==> config.mk <==
export PLATFORM = sky130hd
export DESIGN_NAME = weighted_modulus_check_digit
export DESIGN_NICKNAME = d
export VERILOG_FILES = /design/src/wmcd_pkg.sv /design/src/wmcd_lane.sv /design/src/wmcd_merge.sv /design/src/wmcd_rem_step.sv /design/src/weighted_modulus_check_digit.sv
export SDC_FILE = /design/constraint.sdc
export NUM_CORES = 2
export LEC_CHECK = 0
export BUFFER_PORTS_ARGS = -buffer_cell sky130_fd_sc_hd__buf_4
export CAP_MARGIN = 10
export CORE_AREA = 2 2 292 294
export CTS_CLUSTER_SIZE = 16
export DETAILED_ROUTE_END_ITERATION = 6
export DIE_AREA = 0 0 294 296
export SKIP_CTS_REPAIR_TIMING = 1
export SLEW_MARGIN = 20
export SYNTH_ARGS = -nofsm -noshare
export SYNTH_HDL_FRONTEND = slang
export SYNTH_SLANG_ARGS = --single-unit
==> constraint.sdc <==
create_clock -name clk -period 14.7 [get_ports clk]
set_clock_uncertainty 0.15 [all_clocks]
set_input_delay 2.94 -clock clk [delete_from_list [all_inputs] [get_ports clk]]
set_output_delay 2.94 -clock clk [all_outputs]
set_load 0.01 [all_outputs]
==> src/wmcd_pkg.sv <==
// ----------------------------------------------------------------------------
// Weighted modulus check digit: shared package
// Widths, register indexes and the types that pass between the lanes, the
// merging adder tree and the remainder pipeline.
// ----------------------------------------------------------------------------
package wmcd_pkg;

	localparam int NUM_DIGITS = 10;
	localparam int DIGIT_W    = 4;
	localparam int WEIGHT_W   = 4;
	// A product of two 4-bit values fits in 8 bits; so does a cross sum.
	localparam int PROD_W     = 8;
	// Ten 8-bit values sum to at most 2550, which fits in 12 bits.
	localparam int SUM_W      = 12;
	// Wide enough for the largest shifted divisor (15 << 11).
	localparam int REM_CMP_W  = 16;
	localparam int MOD_W      = 4;
	localparam int POS_W      = 4;
	localparam int WTAB_W     = NUM_DIGITS * WEIGHT_W;

	// Exact floor(p / 10) for p below 1029 as (p * 205) >> 11.
	localparam int RECIP_10   = 205;
	localparam int RECIP_SH   = 11;

	localparam logic [DIGIT_W-1:0] CHECK_BASE = 4'd10;
	localparam logic [POS_W-1:0]   POS_FIRST  = 4'd1;
	localparam logic [POS_W-1:0]   POS_LAST   = 4'd10;

	// Register indexes on the configuration port.
	localparam logic [1:0] REG_MODULUS   = 2'd0;
	localparam logic [1:0] REG_WEIGHTS   = 2'd1;
	localparam logic [1:0] REG_CROSS_SUM = 2'd2;
	localparam logic [1:0] REG_CHECK_POS = 2'd3;

	typedef logic [NUM_DIGITS-1:0][PROD_W-1:0] lane_vals_t;

	typedef struct packed {
		logic en_s1;
		logic en_s2;
	} lane_ctl_t;

	typedef struct packed {
		logic                ok;
		logic [DIGIT_W-1:0] digit;
	} chk_ref_t;

endpackage

==> src/wmcd_lane.sv <==
// ----------------------------------------------------------------------------
// Weighted modulus check digit: digit lane
// Multiplies one digit by its weight, then optionally folds the product into
// its tens plus units. Two pipeline stages.
// ----------------------------------------------------------------------------
module wmcd_lane (
	input  logic                            clk,
	input  wmcd_pkg::lane_ctl_t             ctl,
	input  logic [wmcd_pkg::DIGIT_W-1:0]    digit,
	input  logic [wmcd_pkg::WEIGHT_W-1:0]   weight,
	input  logic                            cross_en,
	output logic [wmcd_pkg::PROD_W-1:0]     value_s2
);

	logic [wmcd_pkg::PROD_W-1:0]   prod_s1;
	logic [2*wmcd_pkg::PROD_W-1:0] prod_x;
	logic [4:0]                    tens;
	logic [wmcd_pkg::PROD_W-1:0]   tens10;
	logic [wmcd_pkg::PROD_W-1:0]   units;
	logic [4:0]                    cross_sum;

	always_ff @(posedge clk) begin
		if (ctl.en_s1) begin
			prod_s1 <= {4'b0000, digit} * {4'b0000, weight};
		end
	end

	// Tens digit by reciprocal multiplication, units by subtracting ten times it.
	always_comb begin
		prod_x    = {8'h00, prod_s1} * 16'(wmcd_pkg::RECIP_10);
		tens      = prod_x[wmcd_pkg::RECIP_SH +: 5];
		tens10    = {tens, 3'b000} + {2'b00, tens, 1'b0};
		units     = prod_s1 - tens10;
		cross_sum = tens + {1'b0, units[3:0]};
	end

	always_ff @(posedge clk) begin
		if (ctl.en_s2) begin
			value_s2 <= cross_en ? {3'b000, cross_sum} : prod_s1;
		end
	end

endmodule

==> src/wmcd_merge.sv <==
// ----------------------------------------------------------------------------
// Weighted modulus check digit: merging adder tree
// Sums the ten lane values in one registered stage.
// ----------------------------------------------------------------------------
module wmcd_merge (
	input  logic                           clk,
	input  logic                           en,
	input  wmcd_pkg::lane_vals_t           vals,
	output logic [wmcd_pkg::SUM_W-1:0]     sum_s3
);

	localparam int NUM_PAIRS = wmcd_pkg::NUM_DIGITS / 2;

	logic [wmcd_pkg::PROD_W:0]   pair [NUM_PAIRS];
	logic [wmcd_pkg::SUM_W-1:0]  total;

	always_comb begin
		for (int i = 0; i < NUM_PAIRS; i++) begin
			pair[i] = {1'b0, vals[2*i]} + {1'b0, vals[2*i+1]};
		end
		total = '0;
		for (int i = 0; i < NUM_PAIRS; i++) begin
			total = total + wmcd_pkg::SUM_W'(pair[i]);
		end
	end

	always_ff @(posedge clk) begin
		if (en) begin
			sum_s3 <= total;
		end
	end

endmodule

==> src/wmcd_rem_step.sv <==
// ----------------------------------------------------------------------------
// Weighted modulus check digit: remainder stage
// Four restoring compare-and-subtract steps of the remainder, divisor shifted
// by SHIFT_HI down to SHIFT_HI-3, followed by a register.
// ----------------------------------------------------------------------------
module wmcd_rem_step #(
	parameter int SHIFT_HI = 11
) (
	input  logic                          clk,
	input  logic                          en,
	input  logic [wmcd_pkg::SUM_W-1:0]    rem_in,
	input  logic [wmcd_pkg::MOD_W-1:0]    modulus,
	output logic [wmcd_pkg::SUM_W-1:0]    rem_q
);

	localparam int STEPS = 4;

	logic [wmcd_pkg::REM_CMP_W-1:0] r;
	logic [wmcd_pkg::REM_CMP_W-1:0] dvs;

	always_comb begin
		r   = wmcd_pkg::REM_CMP_W'(rem_in);
		dvs = '0;
		for (int k = 0; k < STEPS; k++) begin
			dvs = wmcd_pkg::REM_CMP_W'(modulus) << (SHIFT_HI - k);
			if (r >= dvs) begin
				r = r - dvs;
			end
		end
	end

	always_ff @(posedge clk) begin
		if (en) begin
			rem_q <= r[wmcd_pkg::SUM_W-1:0];
		end
	end

endmodule

==> src/weighted_modulus_check_digit.sv <==
// ----------------------------------------------------------------------------
// Weighted modulus check digit
// Checks a ten-digit account number against a configurable weighted modulus
// scheme and returns the computed check digit and a pass flag.
// ----------------------------------------------------------------------------
// The block accepts one request per clock cycle while req_ready is high.
// Each request carries ten digits; ten lanes multiply every
// digit by its weight and optionally fold the product into tens plus units
// (two stages), an adder tree merges the lane values (one stage), a three
// stage restoring remainder pipeline reduces the sum by the modulus, and the
// output register holds the check digit and the comparison with the digit at
// the configured position. Every stage carries its own valid bit and moves
// whenever the stage after it is free, so bubbles close up and new requests
// keep entering while a finished result waits for res_ready, until every
// stage is full. The registers are written over the APB-style port at byte
// addresses 0 (modulus), 8 (weight table), 16 (cross sum enable) and 24
// (check position); they must only be changed while no request is in flight.
// A modulus of zero or one gives a check digit of zero, and a check position
// outside one to ten always reports a failed check.
module weighted_modulus_check_digit (
	input  logic        clk,
	input  logic        arst_n,
	// Configuration port.
	input  logic        psel,
	input  logic        penable,
	input  logic        pwrite,
	input  logic [4:0]  paddr,
	input  logic [63:0] pwdata,
	output logic [63:0] prdata,
	output logic        pready,
	// Request channel.
	input  logic        req_valid,
	output logic        req_ready,
	input  logic [3:0]  digit_0,
	input  logic [3:0]  digit_1,
	input  logic [3:0]  digit_2,
	input  logic [3:0]  digit_3,
	input  logic [3:0]  digit_4,
	input  logic [3:0]  digit_5,
	input  logic [3:0]  digit_6,
	input  logic [3:0]  digit_7,
	input  logic [3:0]  digit_8,
	input  logic [3:0]  digit_9,
	// Result channel.
	output logic        res_valid,
	input  logic        res_ready,
	output logic        valid_res,
	output logic [3:0]  computed_check
);

	localparam int NUM_STAGES = 7;
	localparam int ND         = wmcd_pkg::NUM_DIGITS;

	// ------------------------------------------------------------------
	// Configuration registers.
	// ------------------------------------------------------------------
	logic [wmcd_pkg::MOD_W-1:0]  modulus_q;
	logic [wmcd_pkg::WTAB_W-1:0] weights_q;
	logic                        cross_en_q;
	logic [wmcd_pkg::POS_W-1:0]  check_pos_q;
	logic                        cfg_wr;

	assign pready = 1'b1;
	assign cfg_wr = psel && penable && pwrite && pready;

	always_ff @(posedge clk or negedge arst_n) begin
		if (!arst_n) begin
			modulus_q   <= 4'd10;
			weights_q   <= '0;
			cross_en_q  <= 1'b0;
			check_pos_q <= 4'd10;
		end else if (cfg_wr) begin
			case (paddr[4:3])
				wmcd_pkg::REG_MODULUS:   modulus_q   <= pwdata[wmcd_pkg::MOD_W-1:0];
				wmcd_pkg::REG_WEIGHTS:   weights_q   <= pwdata[wmcd_pkg::WTAB_W-1:0];
				wmcd_pkg::REG_CROSS_SUM: cross_en_q  <= pwdata[0];
				wmcd_pkg::REG_CHECK_POS: check_pos_q <= pwdata[wmcd_pkg::POS_W-1:0];
				default: begin
				end
			endcase
		end
	end

	always_comb begin
		case (paddr[4:3])
			wmcd_pkg::REG_MODULUS:   prdata = 64'(modulus_q);
			wmcd_pkg::REG_WEIGHTS:   prdata = 64'(weights_q);
			wmcd_pkg::REG_CROSS_SUM: prdata = 64'(cross_en_q);
			wmcd_pkg::REG_CHECK_POS: prdata = 64'(check_pos_q);
			default:                 prdata = '0;
		endcase
	end

	// ------------------------------------------------------------------
	// Pipeline flow control. A stage advances when it is empty or when the
	// stage after it advances; the last stage advances when its result is
	// taken or when it is empty.
	// ------------------------------------------------------------------
	logic [NUM_STAGES:1] busy_q;
	logic [NUM_STAGES:1] en;

	always_comb begin
		en[NUM_STAGES] = !busy_q[NUM_STAGES] || res_ready;
		for (int k = NUM_STAGES - 1; k >= 1; k--) begin
			en[k] = !busy_q[k] || en[k+1];
		end
	end

	assign req_ready = en[1];
	assign res_valid = busy_q[NUM_STAGES];

	always_ff @(posedge clk or negedge arst_n) begin
		if (!arst_n) begin
			busy_q <= '0;
		end else begin
			if (en[1]) begin
				busy_q[1] <= req_valid;
			end
			for (int k = 2; k <= NUM_STAGES; k++) begin
				if (en[k]) begin
					busy_q[k] <= busy_q[k-1];
				end
			end
		end
	end

	// ------------------------------------------------------------------
	// Reference digit. The digit at the check position is picked on entry
	// and travels alongside the arithmetic.
	// ------------------------------------------------------------------
	logic [wmcd_pkg::DIGIT_W-1:0] digit_a [ND];
	logic [wmcd_pkg::POS_W-1:0]   pos_idx;
	wmcd_pkg::chk_ref_t           chk_in;
	wmcd_pkg::chk_ref_t           chk_s [1:NUM_STAGES-1];

	assign digit_a[0] = digit_0;
	assign digit_a[1] = digit_1;
	assign digit_a[2] = digit_2;
	assign digit_a[3] = digit_3;
	assign digit_a[4] = digit_4;
	assign digit_a[5] = digit_5;
	assign digit_a[6] = digit_6;
	assign digit_a[7] = digit_7;
	assign digit_a[8] = digit_8;
	assign digit_a[9] = digit_9;

	always_comb begin
		pos_idx      = check_pos_q - wmcd_pkg::POS_FIRST;
		chk_in.ok    = (check_pos_q >= wmcd_pkg::POS_FIRST) &&
		               (check_pos_q <= wmcd_pkg::POS_LAST);
		chk_in.digit = chk_in.ok ? digit_a[pos_idx] : '0;
	end

	always_ff @(posedge clk) begin
		if (en[1]) begin
			chk_s[1] <= chk_in;
		end
		for (int k = 2; k < NUM_STAGES; k++) begin
			if (en[k]) begin
				chk_s[k] <= chk_s[k-1];
			end
		end
	end

	// ------------------------------------------------------------------
	// Lanes: stages 1 and 2.
	// ------------------------------------------------------------------
	wmcd_pkg::lane_ctl_t  lane_ctl;
	wmcd_pkg::lane_vals_t lane_vals;

	assign lane_ctl.en_s1 = en[1];
	assign lane_ctl.en_s2 = en[2];

	for (genvar g = 0; g < ND; g++) begin : g_lane
		wmcd_lane u_lane (
			.clk      (clk),
			.ctl      (lane_ctl),
			.digit    (digit_a[g]),
			.weight   (weights_q[g*wmcd_pkg::WEIGHT_W +: wmcd_pkg::WEIGHT_W]),
			.cross_en (cross_en_q),
			.value_s2 (lane_vals[g])
		);
	end

	// ------------------------------------------------------------------
	// Merging adder tree: stage 3.
	// ------------------------------------------------------------------
	logic [wmcd_pkg::SUM_W-1:0] sum_s3;

	wmcd_merge u_merge (
		.clk    (clk),
		.en     (en[3]),
		.vals   (lane_vals),
		.sum_s3 (sum_s3)
	);

	// ------------------------------------------------------------------
	// Remainder pipeline: stages 4 to 6, twelve restoring steps in all.
	// With a zero modulus the steps subtract nothing; that case is taken
	// care of below.
	// ------------------------------------------------------------------
	logic [wmcd_pkg::SUM_W-1:0] rem_s4;
	logic [wmcd_pkg::SUM_W-1:0] rem_s5;
	logic [wmcd_pkg::SUM_W-1:0] rem_s6;

	wmcd_rem_step #(.SHIFT_HI(11)) u_rem_s4 (
		.clk (clk), .en (en[4]), .rem_in (sum_s3), .modulus (modulus_q), .rem_q (rem_s4)
	);

	wmcd_rem_step #(.SHIFT_HI(7)) u_rem_s5 (
		.clk (clk), .en (en[5]), .rem_in (rem_s4), .modulus (modulus_q), .rem_q (rem_s5)
	);

	wmcd_rem_step #(.SHIFT_HI(3)) u_rem_s6 (
		.clk (clk), .en (en[6]), .rem_in (rem_s5), .modulus (modulus_q), .rem_q (rem_s6)
	);

	// ------------------------------------------------------------------
	// Check digit and comparison: stage 7, the output register.
	// A remainder of zero counts as the modulus, so the difference
	// modulus minus remainder is at most fourteen and one conditional
	// subtraction of ten reduces it.
	// ------------------------------------------------------------------
	logic [wmcd_pkg::MOD_W-1:0]   rem_fin;
	logic [wmcd_pkg::MOD_W-1:0]   diff;
	logic [wmcd_pkg::DIGIT_W-1:0] check;
	logic                         valid_res_s7;
	logic [wmcd_pkg::DIGIT_W-1:0] check_s7;

	always_comb begin
		rem_fin = (modulus_q == '0) ? '0 : rem_s6[wmcd_pkg::MOD_W-1:0];
		if (rem_fin == '0) begin
			rem_fin = modulus_q;
		end
		diff  = modulus_q - rem_fin;
		check = (diff >= wmcd_pkg::CHECK_BASE) ? diff - wmcd_pkg::CHECK_BASE : diff;
	end

	always_ff @(posedge clk) begin
		if (en[NUM_STAGES]) begin
			check_s7     <= check;
			valid_res_s7 <= chk_s[NUM_STAGES-1].ok &&
			                (chk_s[NUM_STAGES-1].digit == check);
		end
	end

	assign valid_res      = valid_res_s7;
	assign computed_check = check_s7;

	// ------------------------------------------------------------------
	// Assertions.
	// ------------------------------------------------------------------

	// An empty output register means every stage can move, so requests flow.
	assert property (@(posedge clk) disable iff (!arst_n)
		!busy_q[NUM_STAGES] |-> req_ready)
		else $error("request refused while the output stage is empty");

	// The remainder pipeline must leave a value below a nonzero modulus.
	assert property (@(posedge clk) disable iff (!arst_n)
		busy_q[NUM_STAGES-1] && (modulus_q != '0) |-> (rem_s6 < 12'(modulus_q)))
		else $error("remainder not reduced below the modulus");

	// The check digit is always a decimal digit.
	assert property (@(posedge clk) disable iff (!arst_n)
		res_valid |-> (computed_check < wmcd_pkg::CHECK_BASE))
		else $error("check digit out of decimal range");

	// A pass can only be reported for a check position inside the number.
	assert property (@(posedge clk) disable iff (!arst_n)
		res_valid && valid_res |->
			(check_pos_q >= wmcd_pkg::POS_FIRST) && (check_pos_q <= wmcd_pkg::POS_LAST))
		else $error("pass reported for a check position outside the number");

endmodule
==> results_tabular.tex <==
\begin{tabular}{lr}
\hline
Metric & Value \\
\hline
\multicolumn{2}{l}{\textbf{Layout}} \\
\quad Net count of the finished layout & 4570 \\
\quad Fraction of layout cells with a size suffix above 1 & 9.66\% \\
\quad Layout Utilization & 44.9\% \\
\quad Area growth, synth to finish & 10.5\% \\
\quad Final design instance area without fill & 0.0378 sq mm \\
\multicolumn{2}{l}{\textbf{Logic synthesis}} \\
\quad Post-Synthesis Mean Instance Area & 10.1 sq um \\
\quad Most used DFF post-synth & edfxtp\_1 \\
\quad Async set or reset register ratio after synthesis & 19.2\% \\
\quad Number of enable flip-flop cells after synthesis & roughly 240 \\
\quad Total of flip-flops plus latches after synthesis & 291 \\
\quad Synth cell types & 85 \\
\quad Combined area of all synthesized cells & 0.0342 sq mm \\
\quad Fraction of the yosys area taken by sequential cells & between 20\% and 30\% \\
\quad Count of mapped cells out of synthesis & 3393 \\
\quad Number of synthesis warnings & 0 \\
\multicolumn{2}{l}{\textbf{Floorplanning}} \\
\quad Number of placement rows & 107 \\
\quad Placeable Area & 0.0842 sq mm \\
\quad Die Wd & 294 microns \\
\quad Floorplan die height & approximately 300 microns \\
\quad I/O pins & 188 \\
\quad Die area & 0.0870 sq mm \\
\quad Effective utilization at floorplan & 40.7\% \\
\multicolumn{2}{l}{\textbf{Route}} \\
\quad Number of vias in the routed layout & 23000 \\
\quad Wire length reported by the detailed router & 71.5 mm \\
\quad Number of vias per cell after detailed routing & 4.93 \\
\quad Final routed wire length divided by cell count & roughly 15 microns \\
\quad Number of iterations in the first detailed-routing pass & 5 \\
\quad DRT iter0 DRCs & slightly below 900 \\
\quad Post-route ant nets & 0 \\
\quad Detailed-route DRC error count & 0 \\
\multicolumn{2}{l}{\textbf{Global routing}} \\
\quad Largest net degree at the start of global routing & 70 \\
\quad Global-route wire length before repair & 119 mm \\
\quad Overall global routing resource usage & between 15 and 20\% \\
\quad GRT Residual Overflow & 0 \\
\quad Number of antenna violations at the first check in global routing & 1 \\
\quad Vias in the first global route & 23300 \\
\multicolumn{2}{l}{\textbf{Timing}} \\
\quad Tightest Pin Transition & $\sim$0.97 ns \\
\quad Setup-failing EPs final & 0 \\
\quad Hold violation total from the final report & 0 \\
\quad Max Clock Freq & 108 MHz \\
\quad Clock period minus final worst setup slack & 9.22 ns \\
\quad Max-slew violation count & 0 \\
\quad Period utilisation layout & 62.7\% \\
\quad Summed negative setup slack over all endpoints & 0 ns \\
\quad Unrepaired setup endpoints after global routing & no \\
\quad Slew Limit Headroom & 35.0\% \\
\quad Smallest hold slack & approximately 0.27 ns \\
\multicolumn{2}{l}{\textbf{Setup path}} \\
\quad CP max stage delay & 0.76 ns \\
\quad Endpoint kind of the worst setup timing path & register \\
\quad Worst Path Max Fanout & 15 \\
\quad Critical Path Start Type & register \\
\quad Internal reg-to-reg setup slack & roughly 5.5 ns \\
\quad Critical path type & register to register \\
\quad Required time at the endpoint of the critical path & 14.87 ns \\
\quad Most used cell, CP & a21oi\_1 \\
\quad Cell type of the slowest stage on the worst timing path & dfstp\_2 \\
\quad Worst Path Arrival & 9.39 ns \\
\multicolumn{2}{l}{\textbf{Flow run}} \\
\quad Maxcap violations & 0 \\
\multicolumn{2}{l}{\textbf{Clocking}} \\
\quad Maximum root-to-sink buffer count & 3 \\
\quad Clock slew at the register clock pins of the worst setup and hold paths & 0.07 ns \\
\quad TritonCTS clock tree & yes \\
\quad Clk Tree Root Cell & clkbuf\_16 \\
\quad Depth of the CTS H-tree & 2 \\
\quad CTS buffer count & 39 \\
\quad \# clock sinks & just under 300 \\
\quad Source-to-sink clock delay at the later pin of the worst-skew pair & 0.58 ns \\
\multicolumn{2}{l}{\textbf{Status}} \\
\quad Outcome & finished, final reports clean \\
\multicolumn{2}{l}{\textbf{Place}} \\
\quad Final estimated routing congestion in global placement & 0.843 \\
\quad HPWL Detailed & 59.1 mm \\
\quad Placed cell areas & 0.0365 sq mm \\
\quad Port Buffers & 135 \\
\multicolumn{2}{l}{\textbf{Worst hold path}} \\
\quad Worst hold-check path type & register to register \\
\hline
\end{tabular}
## synth_stat cells, drive strengths merged, types with 9 or more instances
cell | n | area share (%)
inv | 616 | 6.8
nor4 | 17 | 0.37
fa | 227 | 13
nand2b | 18 | 0.33
nor2b | 29 | 0.53
mux4 | 9 | 0.59
a21oi | 147 | 2.2
buf | 34 | 0.65
ha | 685 | 25
xor2 | 47 | 1.2
nand3 | 32 | 0.47
nor2 | 144 | 1.6
and3 | 16 | 0.29
and2 | 147 | 2.7
edfxtp | 235 | 21
o21bai | 26 | 0.58
dfrtp | 52 | 3.8
o21a | 13 | 0.29
or4b | 10 | 0.29
xnor2 | 177 | 4.5
nor3b | 14 | 0.31
mux2i | 27 | 0.79
nand4 | 30 | 0.57
or3 | 13 | 0.25
o41ai | 12 | 0.31
a21o | 96 | 2.1
nor3 | 69 | 1.0
a31oi | 14 | 0.26
mux2 | 85 | 2.8
nand2 | 169 | 1.9
o21ai | 73 | 1.1
clkbuf | 28 | 0.31
## final timing paths
path                                          start                     endpoint  depth (start not counted)
setup / recovery           modulus_q[1]$_DFFE_PN1P_  u_rem_s6.rem_q[3]$_DFFE_PP_                         32
hold reg to reg              chk_s[0][20]$_DFFE_PP_       chk_s[0][25]$_DFFE_PP_                          0
hold / removal               chk_s[0][20]$_DFFE_PP_       chk_s[0][25]$_DFFE_PP_                          0
max in group asynchronous                    arst_n       cross_en_q$_DFFE_PN0P_                          1
setup reg to reg           modulus_q[1]$_DFFE_PN1P_  u_rem_s6.rem_q[3]$_DFFE_PP_                         32
min in group asynchronous                    arst_n        busy_q[4]$_DFFE_PN0P_                          1
## metal layers
layer  track usage [%]  part of all wire (%)
met4              3.88                   2.2
met3              2.23                   2.9
met1              22.9                    48
met5                 0                     0
met2              29.0                    47
## cell families (layout without fill, tap and decap cells)
group / after synthesis / in the layout / share of synthesized area (%)
adders and majority gates: 912 / 912 / 38.3
and+or+nand+nor: 729 / 729 / 11.1
buffers and inverters: 678 / 835 / 7.71
AOI/OAI and AO/OA: 436 / 436 / 8.24
DFF: 291 / 291 / 24.7
xor gates and xnor gates: 224 / 224 / 5.73
muxes: 121 / 121 / 4.18
other: 2 / 26 / 0.0219
## state kept, by name (all words and copies together), names as in the netlist, 4 cells and up
signal / count
u_merge.sum_s3: 12
u_rem_s4.rem_q: 12
g_lane.u_lane.prod_s1: 80
modulus_q: 4
g_lane.u_lane.value_s2: 80
chk_s: 30
computed_check: 4
weights_q: 40
u_rem_s6.rem_q: 4
busy_q: 7
u_rem_s5.rem_q: 12
check_pos_q: 4
## cells in the final DEF (no fill, tap or decap), types with 25 or more instances in the layout
cell,count
a21o_1,96
a21oi_1,146
and2_1,147
buf_4,147
clkbuf_16,39
conb_1,25
dfrtp_1,51
edfxtp_1,235
fa_1,227
ha_1,685
inv_1,616
mux2_2,81
mux2i_1,27
nand2_1,169
nand3_1,31
nand4_1,29
nor2_1,143
nor2b_1,28
nor3_1,68
o21ai_0,67
o21bai_1,25
xnor2_1,177
xor2_1,47
## layout make-up
class | instances | area [sq um]
clock buffers | 45 | 1010
multi-input cells | 2447 | 23200
well taps | 1090 | 1360
diodes | 1 | 2.50
flip-flops and latches | 291 | 8470
repair buffers | 147 | 1100
clock inverters | 27 | 333
fillers | 7942 | 46400
inverters | 616 | 2310
## worst max-delay path, delay by kind of cell (launching register included)
family                     cells  cell delay (ns)
adders and majority gates      4             1.32
DFF                            1             0.76
muxes                          3             1.15
buffers and inverters          3             0.61
and+or+nand+nor               10             2.33
AOI/OAI and AO/OA             12             2.61
## per-stage QoR
stage	std cells	worst slack, ns
2_1_floorplan	3416	5.13
3_3_place_gp	4591	5.49
3_5_place_dp	4591	5.48
4_1_cts	4663	5.44
5_1_grt	4663	4.61
6_report	4664	5.48
Power is left out: the tool's default activity adds up to more than one toggle a clock period on the data nets, which glitch-free logic cannot reach.
